`src/hdl/mwe_pkg.sv`:
```
`timescale 1ns / 1ps

package mwe_pkg;

    // Request codes carried in req_type
    localparam logic [2:0] REQ_TICK  = 3'd0;
    localparam logic [2:0] REQ_READ  = 3'd1;
    localparam logic [2:0] REQ_WRITE = 3'd2;
    localparam logic [2:0] REQ_ERASE = 3'd3;
    localparam logic [2:0] REQ_WRAL  = 3'd4;
    localparam logic [2:0] REQ_ERAL  = 3'd5;
    localparam logic [2:0] REQ_EWEN  = 3'd6;
    localparam logic [2:0] REQ_EWDS  = 3'd7;

    // Microwire opcodes that follow the start bit
    localparam logic [1:0] OPC_READ  = 2'b10;
    localparam logic [1:0] OPC_WRITE = 2'b01;
    localparam logic [1:0] OPC_ERASE = 2'b11;
    localparam logic [1:0] OPC_SPEC  = 2'b00;

    // Fixed address patterns of the special commands (top two address bits)
    localparam logic [7:0] PAT_WRAL = 8'h40;
    localparam logic [7:0] PAT_ERAL = 8'h80;
    localparam logic [7:0] PAT_EWEN = 8'hC0;
    localparam logic [7:0] PAT_EWDS = 8'h00;

    // Byte-organisation address width limits
    localparam logic [3:0] AW_MIN = 4'd7;
    localparam logic [3:0] AW_MAX = 4'd11;

    // Configuration register indexes
    localparam logic CFG_IDX_ORG = 1'b0;
    localparam logic CFG_IDX_AW  = 1'b1;

    typedef struct packed {
        logic [2:0]  req_type;
        logic [10:0] mem_address;
        logic [15:0] write_value;
        logic        miso_bit;
    } mwe_in_t;

    typedef struct packed {
        logic        chip_select;
        logic        mosi_bit;
        logic        clock_pulse;
        logic        busy_res;
        logic        done_res;
        logic [15:0] read_value;
        logic        rejected;
    } mwe_out_t;

    typedef struct packed {
        logic       word_org_x16;
        logic [3:0] byte_addr_width;
    } mwe_cfg_t;

endpackage

```
`src/hdl/mwe_cmd_gen.sv`:
```
`timescale 1ns / 1ps

module mwe_cmd_gen #(
    parameter int COMMAND_BITS = 16
) (
    input  logic [2:0]              req_type,
    input  logic [10:0]             mem_address,
    input  mwe_pkg::mwe_cfg_t       cfg,
    output logic [COMMAND_BITS-1:0] cmd_word
);
    import mwe_pkg::*;

    logic [3:0]  aw_clamp;
    logic [3:0]  aw;
    logic [1:0]  opc;
    logic [7:0]  pattern;
    logic        is_spec;
    logic [15:0] start_opc;
    logic [15:0] addr_field;
    logic [15:0] pat_field;
    logic [15:0] word16;

    // Address width: clamp, then one bit less in word organisation
    always_comb begin
        if (cfg.byte_addr_width < AW_MIN) begin
            aw_clamp = AW_MIN;
        end else if (cfg.byte_addr_width > AW_MAX) begin
            aw_clamp = AW_MAX;
        end else begin
            aw_clamp = cfg.byte_addr_width;
        end
        aw = cfg.word_org_x16 ? aw_clamp - 4'd1 : aw_clamp;
    end

    // Opcode or fixed pattern per request
    always_comb begin
        opc     = OPC_SPEC;
        pattern = PAT_EWDS;
        is_spec = 1'b1;
        unique case (req_type)
            REQ_READ: begin
                opc = OPC_READ;  is_spec = 1'b0;
            end
            REQ_WRITE: begin
                opc = OPC_WRITE; is_spec = 1'b0;
            end
            REQ_ERASE: begin
                opc = OPC_ERASE; is_spec = 1'b0;
            end
            REQ_WRAL: pattern = PAT_WRAL;
            REQ_ERAL: pattern = PAT_ERAL;
            REQ_EWEN: pattern = PAT_EWEN;
            default:  pattern = PAT_EWDS;
        endcase
    end

    // Start bit and opcode above an aw-bit address field
    always_comb begin
        start_opc  = {13'd0, 1'b1, opc} << aw;
        addr_field = {5'd0, mem_address} & ~(16'hFFFF << aw);
        // pattern placed so its top bit lands at address bit aw-1
        pat_field  = {pattern, 8'd0} >> (5'd16 - {1'b0, aw});
        word16     = start_opc | (is_spec ? pat_field : addr_field);
        cmd_word   = word16[COMMAND_BITS-1:0];
    end

endmodule

```
`src/hdl/mwe_engine.sv`:
```
`timescale 1ns / 1ps

module mwe_engine #(
    parameter int COMMAND_BITS = 16
) (
    input  logic               aclk,
    input  logic               aresetn,
    input  logic               fire,
    input  mwe_pkg::mwe_in_t   item,
    input  mwe_pkg::mwe_cfg_t  cfg,
    output mwe_pkg::mwe_out_t  res
);
    import mwe_pkg::*;

    localparam logic [2:0] PH_IDLE = 3'd0;
    localparam logic [2:0] PH_CMD  = 3'd1;
    localparam logic [2:0] PH_DOUT = 3'd2;
    localparam logic [2:0] PH_DIN  = 3'd3;
    localparam logic [2:0] PH_GAP  = 3'd4;
    localparam logic [2:0] PH_POLL = 3'd5;

    localparam logic [4:0] CMD_LEN = 5'(COMMAND_BITS);

    logic [2:0]              phase_reg,   phase_next;
    logic [COMMAND_BITS-1:0] cmd_reg,     cmd_next;
    logic [15:0]             data_reg,    data_next;
    logic [4:0]              count_reg,   count_next;
    logic [2:0]              op_reg,      op_next;

    logic [COMMAND_BITS-1:0] new_cmd;
    logic [4:0]              data_len;
    logic [4:0]              count_inc;
    logic [15:0]             din_shift;
    logic                    phase_idle;

    mwe_cmd_gen #(
        .COMMAND_BITS (COMMAND_BITS)
    ) u_cmd_gen (
        .req_type    (item.req_type),
        .mem_address (item.mem_address),
        .cfg         (cfg),
        .cmd_word    (new_cmd)
    );

    assign data_len   = cfg.word_org_x16 ? 5'd16 : 5'd8;
    assign count_inc  = count_reg + 5'd1;
    assign din_shift  = {data_reg[14:0], item.miso_bit};
    // unused phase codes count as idle
    assign phase_idle = (phase_reg == PH_IDLE) || (phase_reg > PH_POLL);

    // One bit period or one request per beat
    always_comb begin
        phase_next = phase_idle ? PH_IDLE : phase_reg;
        cmd_next   = cmd_reg;
        data_next  = data_reg;
        count_next = count_reg;
        op_next    = op_reg;
        res        = '0;

        if (item.req_type != REQ_TICK) begin
            if (!phase_idle) begin
                res.rejected = 1'b1;
            end else begin
                op_next    = item.req_type;
                count_next = 5'd0;
                cmd_next   = new_cmd;
                if (item.req_type == REQ_READ) begin
                    data_next = 16'd0;
                end else if (cfg.word_org_x16) begin
                    data_next = item.write_value;
                end else begin
                    data_next = {8'd0, item.write_value[7:0]};
                end
                phase_next = PH_CMD;
            end
        end else begin
            unique case (phase_reg)
                PH_CMD: begin
                    res.chip_select = 1'b1;
                    res.clock_pulse = 1'b1;
                    res.mosi_bit    = cmd_reg[COMMAND_BITS-1];
                    cmd_next        = cmd_reg << 1;
                    count_next      = count_inc;
                    if (count_inc >= CMD_LEN) begin
                        count_next = 5'd0;
                        if (op_reg == REQ_READ) begin
                            phase_next = PH_DIN;
                        end else if (op_reg == REQ_WRITE || op_reg == REQ_WRAL) begin
                            phase_next = PH_DOUT;
                        end else if (op_reg == REQ_ERASE || op_reg == REQ_ERAL) begin
                            phase_next = PH_GAP;
                        end else begin
                            phase_next   = PH_IDLE;
                            res.done_res = 1'b1;
                        end
                    end
                end
                PH_DOUT: begin
                    if (count_reg >= data_len) begin
                        count_next = 5'd0;
                        phase_next = PH_GAP;
                    end else begin
                        res.chip_select = 1'b1;
                        res.clock_pulse = 1'b1;
                        res.mosi_bit    = cfg.word_org_x16 ? data_reg[15] : data_reg[7];
                        data_next       = data_reg << 1;
                        count_next      = count_inc;
                        if (count_inc >= data_len) begin
                            count_next = 5'd0;
                            phase_next = PH_GAP;
                        end
                    end
                end
                PH_DIN: begin
                    if (count_reg >= data_len) begin
                        phase_next     = PH_IDLE;
                        count_next     = 5'd0;
                        res.done_res   = 1'b1;
                        res.read_value = data_reg;
                    end else begin
                        res.chip_select = 1'b1;
                        res.clock_pulse = 1'b1;
                        data_next       = din_shift;
                        count_next      = count_inc;
                        if (count_inc >= data_len) begin
                            phase_next     = PH_IDLE;
                            count_next     = 5'd0;
                            res.done_res   = 1'b1;
                            res.read_value = din_shift;
                        end
                    end
                end
                PH_GAP: begin
                    phase_next = PH_POLL;
                end
                PH_POLL: begin
                    res.chip_select = 1'b1;
                    if (item.miso_bit) begin
                        phase_next   = PH_IDLE;
                        res.done_res = 1'b1;
                    end
                end
                default: begin
                    phase_next = PH_IDLE;
                end
            endcase
        end

        res.busy_res = (phase_next != PH_IDLE);
    end

    // State update on each processed beat
    always_ff @(posedge aclk) begin
        if (!aresetn) begin
            phase_reg <= PH_IDLE;
            cmd_reg   <= '0;
            data_reg  <= '0;
            count_reg <= '0;
            op_reg    <= '0;
        end else if (fire) begin
            phase_reg <= phase_next;
            cmd_reg   <= cmd_next;
            data_reg  <= data_next;
            count_reg <= count_next;
            op_reg    <= op_next;
        end
    end

    // Completion always returns to idle
    assert property (@(posedge aclk) disable iff (!aresetn)
        fire && res.done_res |=> phase_reg == PH_IDLE)
        else $error("done without return to idle");

    // Serial clock only with chip select
    assert property (@(posedge aclk) disable iff (!aresetn)
        fire && res.clock_pulse |-> res.chip_select)
        else $error("clock pulse while deselected");

    // A rejected request leaves the sequencer alone
    assert property (@(posedge aclk) disable iff (!aresetn)
        fire && res.rejected |=> phase_reg == $past(phase_reg)
                                 && count_reg == $past(count_reg))
        else $error("rejected request changed state");

    // Bit counter never runs past a full command word
    assert property (@(posedge aclk) disable iff (!aresetn)
        count_reg <= 5'd16)
        else $error("bit counter overrun");

endmodule

```
`src/hdl/microwire_eeprom_master.sv`:
```
`timescale 1ns / 1ps

// An accepted input beat passes the input register, then the result register,
// which presents its result beat. Throughput: one item per cycle while m_ready
// does not stall the output; each tick item is one serial bit period.
// Reset: aresetn synchronous active low; sequencer idle, shifters cleared,
// word_org_x16 = 1, byte_addr_width = 9, both stages empty.
module microwire_eeprom_master #(
    parameter int COMMAND_BITS = 16
) (
    input  logic               aclk,
    input  logic               aresetn,
    input  logic               cfg_we,
    input  logic               cfg_addr,
    input  logic [3:0]         cfg_wdata,
    input  logic               s_valid,
    output logic               s_ready,
    input  mwe_pkg::mwe_in_t   s_data,
    output logic               m_valid,
    input  logic               m_ready,
    output mwe_pkg::mwe_out_t  m_data
);
    import mwe_pkg::*;

    mwe_cfg_t cfg_reg;
    logic     in_valid_reg;
    mwe_in_t  in_reg;
    logic     out_valid_reg;
    mwe_out_t out_reg;
    mwe_out_t res;
    logic     advance;

    // Configuration registers
    always_ff @(posedge aclk) begin
        if (!aresetn) begin
            cfg_reg.word_org_x16    <= 1'b1;
            cfg_reg.byte_addr_width <= 4'd9;
        end else if (cfg_we) begin
            unique case (cfg_addr)
                CFG_IDX_ORG: cfg_reg.word_org_x16    <= cfg_wdata[0];
                CFG_IDX_AW:  cfg_reg.byte_addr_width <= cfg_wdata;
                default:     cfg_reg <= cfg_reg;
            endcase
        end
    end

    // Input stage moves on when the result register is free or being drained
    assign advance = in_valid_reg && (!out_valid_reg || m_ready);
    assign s_ready = !in_valid_reg || advance;

    always_ff @(posedge aclk) begin
        if (!aresetn) begin
            in_valid_reg <= 1'b0;
        end else if (s_valid && s_ready) begin
            in_valid_reg <= 1'b1;
        end else if (advance) begin
            in_valid_reg <= 1'b0;
        end
    end

    always_ff @(posedge aclk) begin
        if (s_valid && s_ready) begin
            in_reg <= s_data;
        end
    end

    mwe_engine #(
        .COMMAND_BITS (COMMAND_BITS)
    ) u_engine (
        .aclk    (aclk),
        .aresetn (aresetn),
        .fire    (advance),
        .item    (in_reg),
        .cfg     (cfg_reg),
        .res     (res)
    );

    // Result register
    always_ff @(posedge aclk) begin
        if (!aresetn) begin
            out_valid_reg <= 1'b0;
        end else if (advance) begin
            out_valid_reg <= 1'b1;
        end else if (m_ready) begin
            out_valid_reg <= 1'b0;
        end
    end

    always_ff @(posedge aclk) begin
        if (advance) begin
            out_reg <= res;
        end
    end

    assign m_valid = out_valid_reg;
    assign m_data  = out_reg;

endmodule

```
`config.mk`:
```
export PLATFORM = sky130hd
export DESIGN_NAME = microwire_eeprom_master
export DESIGN_NICKNAME = d
export VERILOG_FILES = /design/src/hdl/mwe_pkg.sv /design/src/hdl/mwe_cmd_gen.sv /design/src/hdl/mwe_engine.sv /design/src/hdl/microwire_eeprom_master.sv
export SDC_FILE = /design/constraint.sdc
export NUM_CORES = 1
export LEC_CHECK = 0
export BUFFER_PORTS_ARGS = -buffer_cell sky130_fd_sc_hd__buf_2
export CORE_MARGIN = 4
export CORE_UTILIZATION = 59
export CTS_CLUSTER_DIAMETER = 200
export CTS_CLUSTER_SIZE = 40
export DETAILED_ROUTE_END_ITERATION = 10
export GPL_TIMING_DRIVEN = 0
export PLACE_DENSITY_LB_ADDON = 0.2
export SYNTH_ARGS = -nofsm -noshare
export SYNTH_HDL_FRONTEND = slang
export SYNTH_SLANG_ARGS = --single-unit
```
`constraint.sdc`:
```
create_clock -name aclk -period 3.8 [get_ports aclk]
set_input_delay 0.76 -clock aclk [delete_from_list [all_inputs] [get_ports aclk]]
set_output_delay 0.76 -clock aclk [all_outputs]
set_load 0.02 [all_outputs]
```
==> key figures <==
Placed design
  • Dpl cells: 784
  • HPWL reported at the end of detailed placement: 10900 um
  • Input/output buffers: 63
  • Area after DPL: 0.00608 mm2
  • Place WS: -163 ps
  • RePlAce Congestion: 0.940

Global routing
  • Remaining Overflow, GRT: 0
  • Initial antenna violation count: 0
  • Largest net degree at the start of global routing: 32
  • Vias in the first global route: 4529
  • GR Util All Layers: 26.8%
  • Global-route wire length before repair: 23600 um

CTS
  • CTS buffer count: 9
  • Clock Sinks: 103
  • Worst skew pair latency: 370 ps
  • CTS tree: yes
  • Setup bufs post-CTS: 0
  • H-tree Lvls: 3
  • Hold_buf cts: 0
  • Clock-pin slew on the worst setup and hold paths: 100 ps
  • Clk Tree Root Cell: clkbuf_8
  • Clock buffer depth: 2
  • Post-cts gate resize count: 1

Synthesis
  • Netlist Area Pre-Place: 0.00560 mm2
  • Synth Instances: 592
  • Yosys warns: 0
  • Seq/Total Area, Yosys: 46.3%
  • Post-synthesis net count: 646
  • Largest family of logic cells by synthesized area: compound AO/OA/AOI/OAI gates
  • XOR/XNOR Fraction of Synth Area: 1.39%
  • Fraction of the mapped netlist area in simple logic gates: 19.5%
  • Mux contribution to synthesized area: 3.60%
  • EDFF count, synth: 53
  • Avg Synthesized Cell Area: 9.46 um2
  • Post-synthesis adder-cell area fraction: 2.90%
  • Synth Area in Compound Gates: 22.0%
  • Primary FF master, synth: edfxtp_1
  • Seq cells post-synth: 103
  • Synth cell types: 70
  • Ys async rst share: 0%

Finish
  • Area growth, synth to finish: 12.2%
  • # nets final: 719
  • Fin util: 68.0%
  • Layout cell share with drive strength beyond 1: 15.7%
  • Max reg flops: 31
  • Post-route cell area: 0.00629 mm2
  • Non-Filler Instances: 799
  • Diode count: 0
  • Most frequent cells in the layout: nand2_1, buf_2, nor2_1
  • Commonest non-fill, non-tap cell in the layout: nand2_1

Power and ir drop
  • P_leak: 2.49 nW
  • Maximum VDD drop: 0.000219 V
  • Overall power: 2.50 mW
  • Pwr Density: 397 mW/mm2

Floorplan
  • Site Rows: 35
  • Die Footprint: 0.0111 mm2
  • Die Height: 105 um
  • Io pins: 65
  • Core ar.: 0.00924 mm2
  • Die width: 105 um
  • Initial Util: 60.6%

Worst setup path
  • Worst setup EP type: flop
  • Worst reg-to-reg path cell count: 14
  • Reg2reg end: u_engine.cmd_reg[3]
  • Data arrival, critical path: 3840 ps
  • Internal reg-to-reg setup slack: 200 ps
  • Crit-path max FO: 11
  • Req. time, crit path: 4040 ps
  • RR Startpoint: cfg_reg[3]
  • Critical path type: reg -> reg
  • Critical path startpoint category: flop

Status
  • Failing checks: capacitance limit
  • Outcome: complete, but fails checks

Worst hold path
  • Number of cells on the worst hold path: 2
  • Hold EP: u_engine.cmd_reg[8]
  • Hold Crit Start: u_engine.cmd_reg[8]
  • HP Class: reg -> reg

STA
  • Clock Skew: 20.9 ps
  • Highest clock rate: 278 MHz
  • Worst Slack Setup Final: 200 ps
  • Final-report hold violation count: 0
  • Tightest Pin Transition: 1460 ps
  • Final setup fails: 0
  • Final period util: 94.7%
  • Worst slew margin: 1.14%
  • Post-layout min period: 3600 ps
  • RSZ-0062 raised after global routing: no
  • Setup_tns: 0 ps
  • Final Hold Slack: 483 ps
  • Max-slew violation count: 0

Route
  • Number of DRC markers in iteration 0: 438
  • Vias/cell: 6.15
  • DR DRC count: 0
  • Via Count: 4916
  • ANT nets after route: 0
  • Routed wire length: 14700 um
  • Initial DRT Pass Iterations: 5
  • Routed len/inst: 18.3 um

Job
  • Max cap viols: 1
final cells by class:
type / count / area (um2)
inverters: 13 / 48.8
well taps: 129 / 161
repair buffers: 63 / 315
clock buffers: 10 / 128
multi-input cells: 436 / 2770
clock inverters: 6 / 76.3
plain buffers: 39 / 191
fillers: 789 / 2950
flip-flops and latches: 103 / 2590
routing by layer:
layer | up-vias | wire length [um] | GRT usage, %
met5 | - | 0 | 0
met4 | 0 | 265 | 6.56
met3 | 32 | 1240 | 5.14
met2 | 244 | 6460 | 40.1
met1 | 2297 | 6690 | 40.0
li1 | 2343 | - | -
critical path: stages (launching register included):
cell,delay (ps)
dfxtp_1,470
clkbuf_2,250
nor3b_1,200
ha_1,310
and2_1,220
nor2_2,280
inv_2,140
ha_1,260
inv_1,80
ha_2,340
nand2_1,100
a2111oi_1,60
a21o_1,210
a221oi_1,400
o22ai_1,150
report_power, final:
group / internal, mW / total (mW) / switching (mW)
Sequential: 1.23 / 1.27 / 0.0437
Clock: 0.319 / 0.726 / 0.407
Combinational: 0.178 / 0.500 / 0.322
cells in the mapped netlist (all sizes together) (7+ instances only):
| cell | number | area [um2] |
|---|---|---|
| o21ai | 26 | 130 |
| a21boi | 10 | 75.1 |
| edfxtp | 53 | 1590 |
| o211a | 18 | 180 |
| ha | 13 | 163 |
| o211ai | 15 | 113 |
| buf | 10 | 80.1 |
| nor2b | 12 | 75.1 |
| or3 | 7 | 43.8 |
| nand2 | 74 | 278 |
| nor3 | 12 | 65.1 |
| nand3 | 15 | 75.1 |
| inv | 13 | 48.8 |
| nor2 | 56 | 210 |
| clkbuf | 30 | 113 |
| a31oi | 11 | 83.8 |
| dfxtp | 50 | 1000 |
| a22oi | 16 | 120 |
| mux2i | 19 | 190 |
| nand2b | 10 | 65.1 |
| a21oi | 36 | 180 |
kinds of logic (layout without fill, tap and decap cells):
kind of cell,count (synthesis),after routing
flops,103,103
simple gates,223,223
buf+inv,53,131
mux,20,20
xor+xnor,8,8
compound gates,172,172
fa+ha+maj,13,13
how the worst max path moves through the flow:
| stage | start | endpoint | slack, ps | depth (start not counted) |
|---|---|---|---|---|
| 6_report | cfg_reg[3] | u_engine.cmd_reg[3] | 200 | 14 |
| 5_1_grt | cfg_reg[3] | u_engine.cmd_reg[3] | 40 | 14 |
| 4_1_cts | cfg_reg[3] | u_engine.cmd_reg[3] | 100 | 14 |
| 3_5_place_dp | cfg_reg[3] | u_engine.cmd_reg[11] | -160 | 15 |
| 3_3_place_gp | cfg_reg[3] | u_engine.cmd_reg[11] | -90 | 15 |
| 2_1_floorplan | cfg_reg[3] | u_engine.cmd_reg[11] | 590 | 15 |
(Power assumes the default switching activity.)
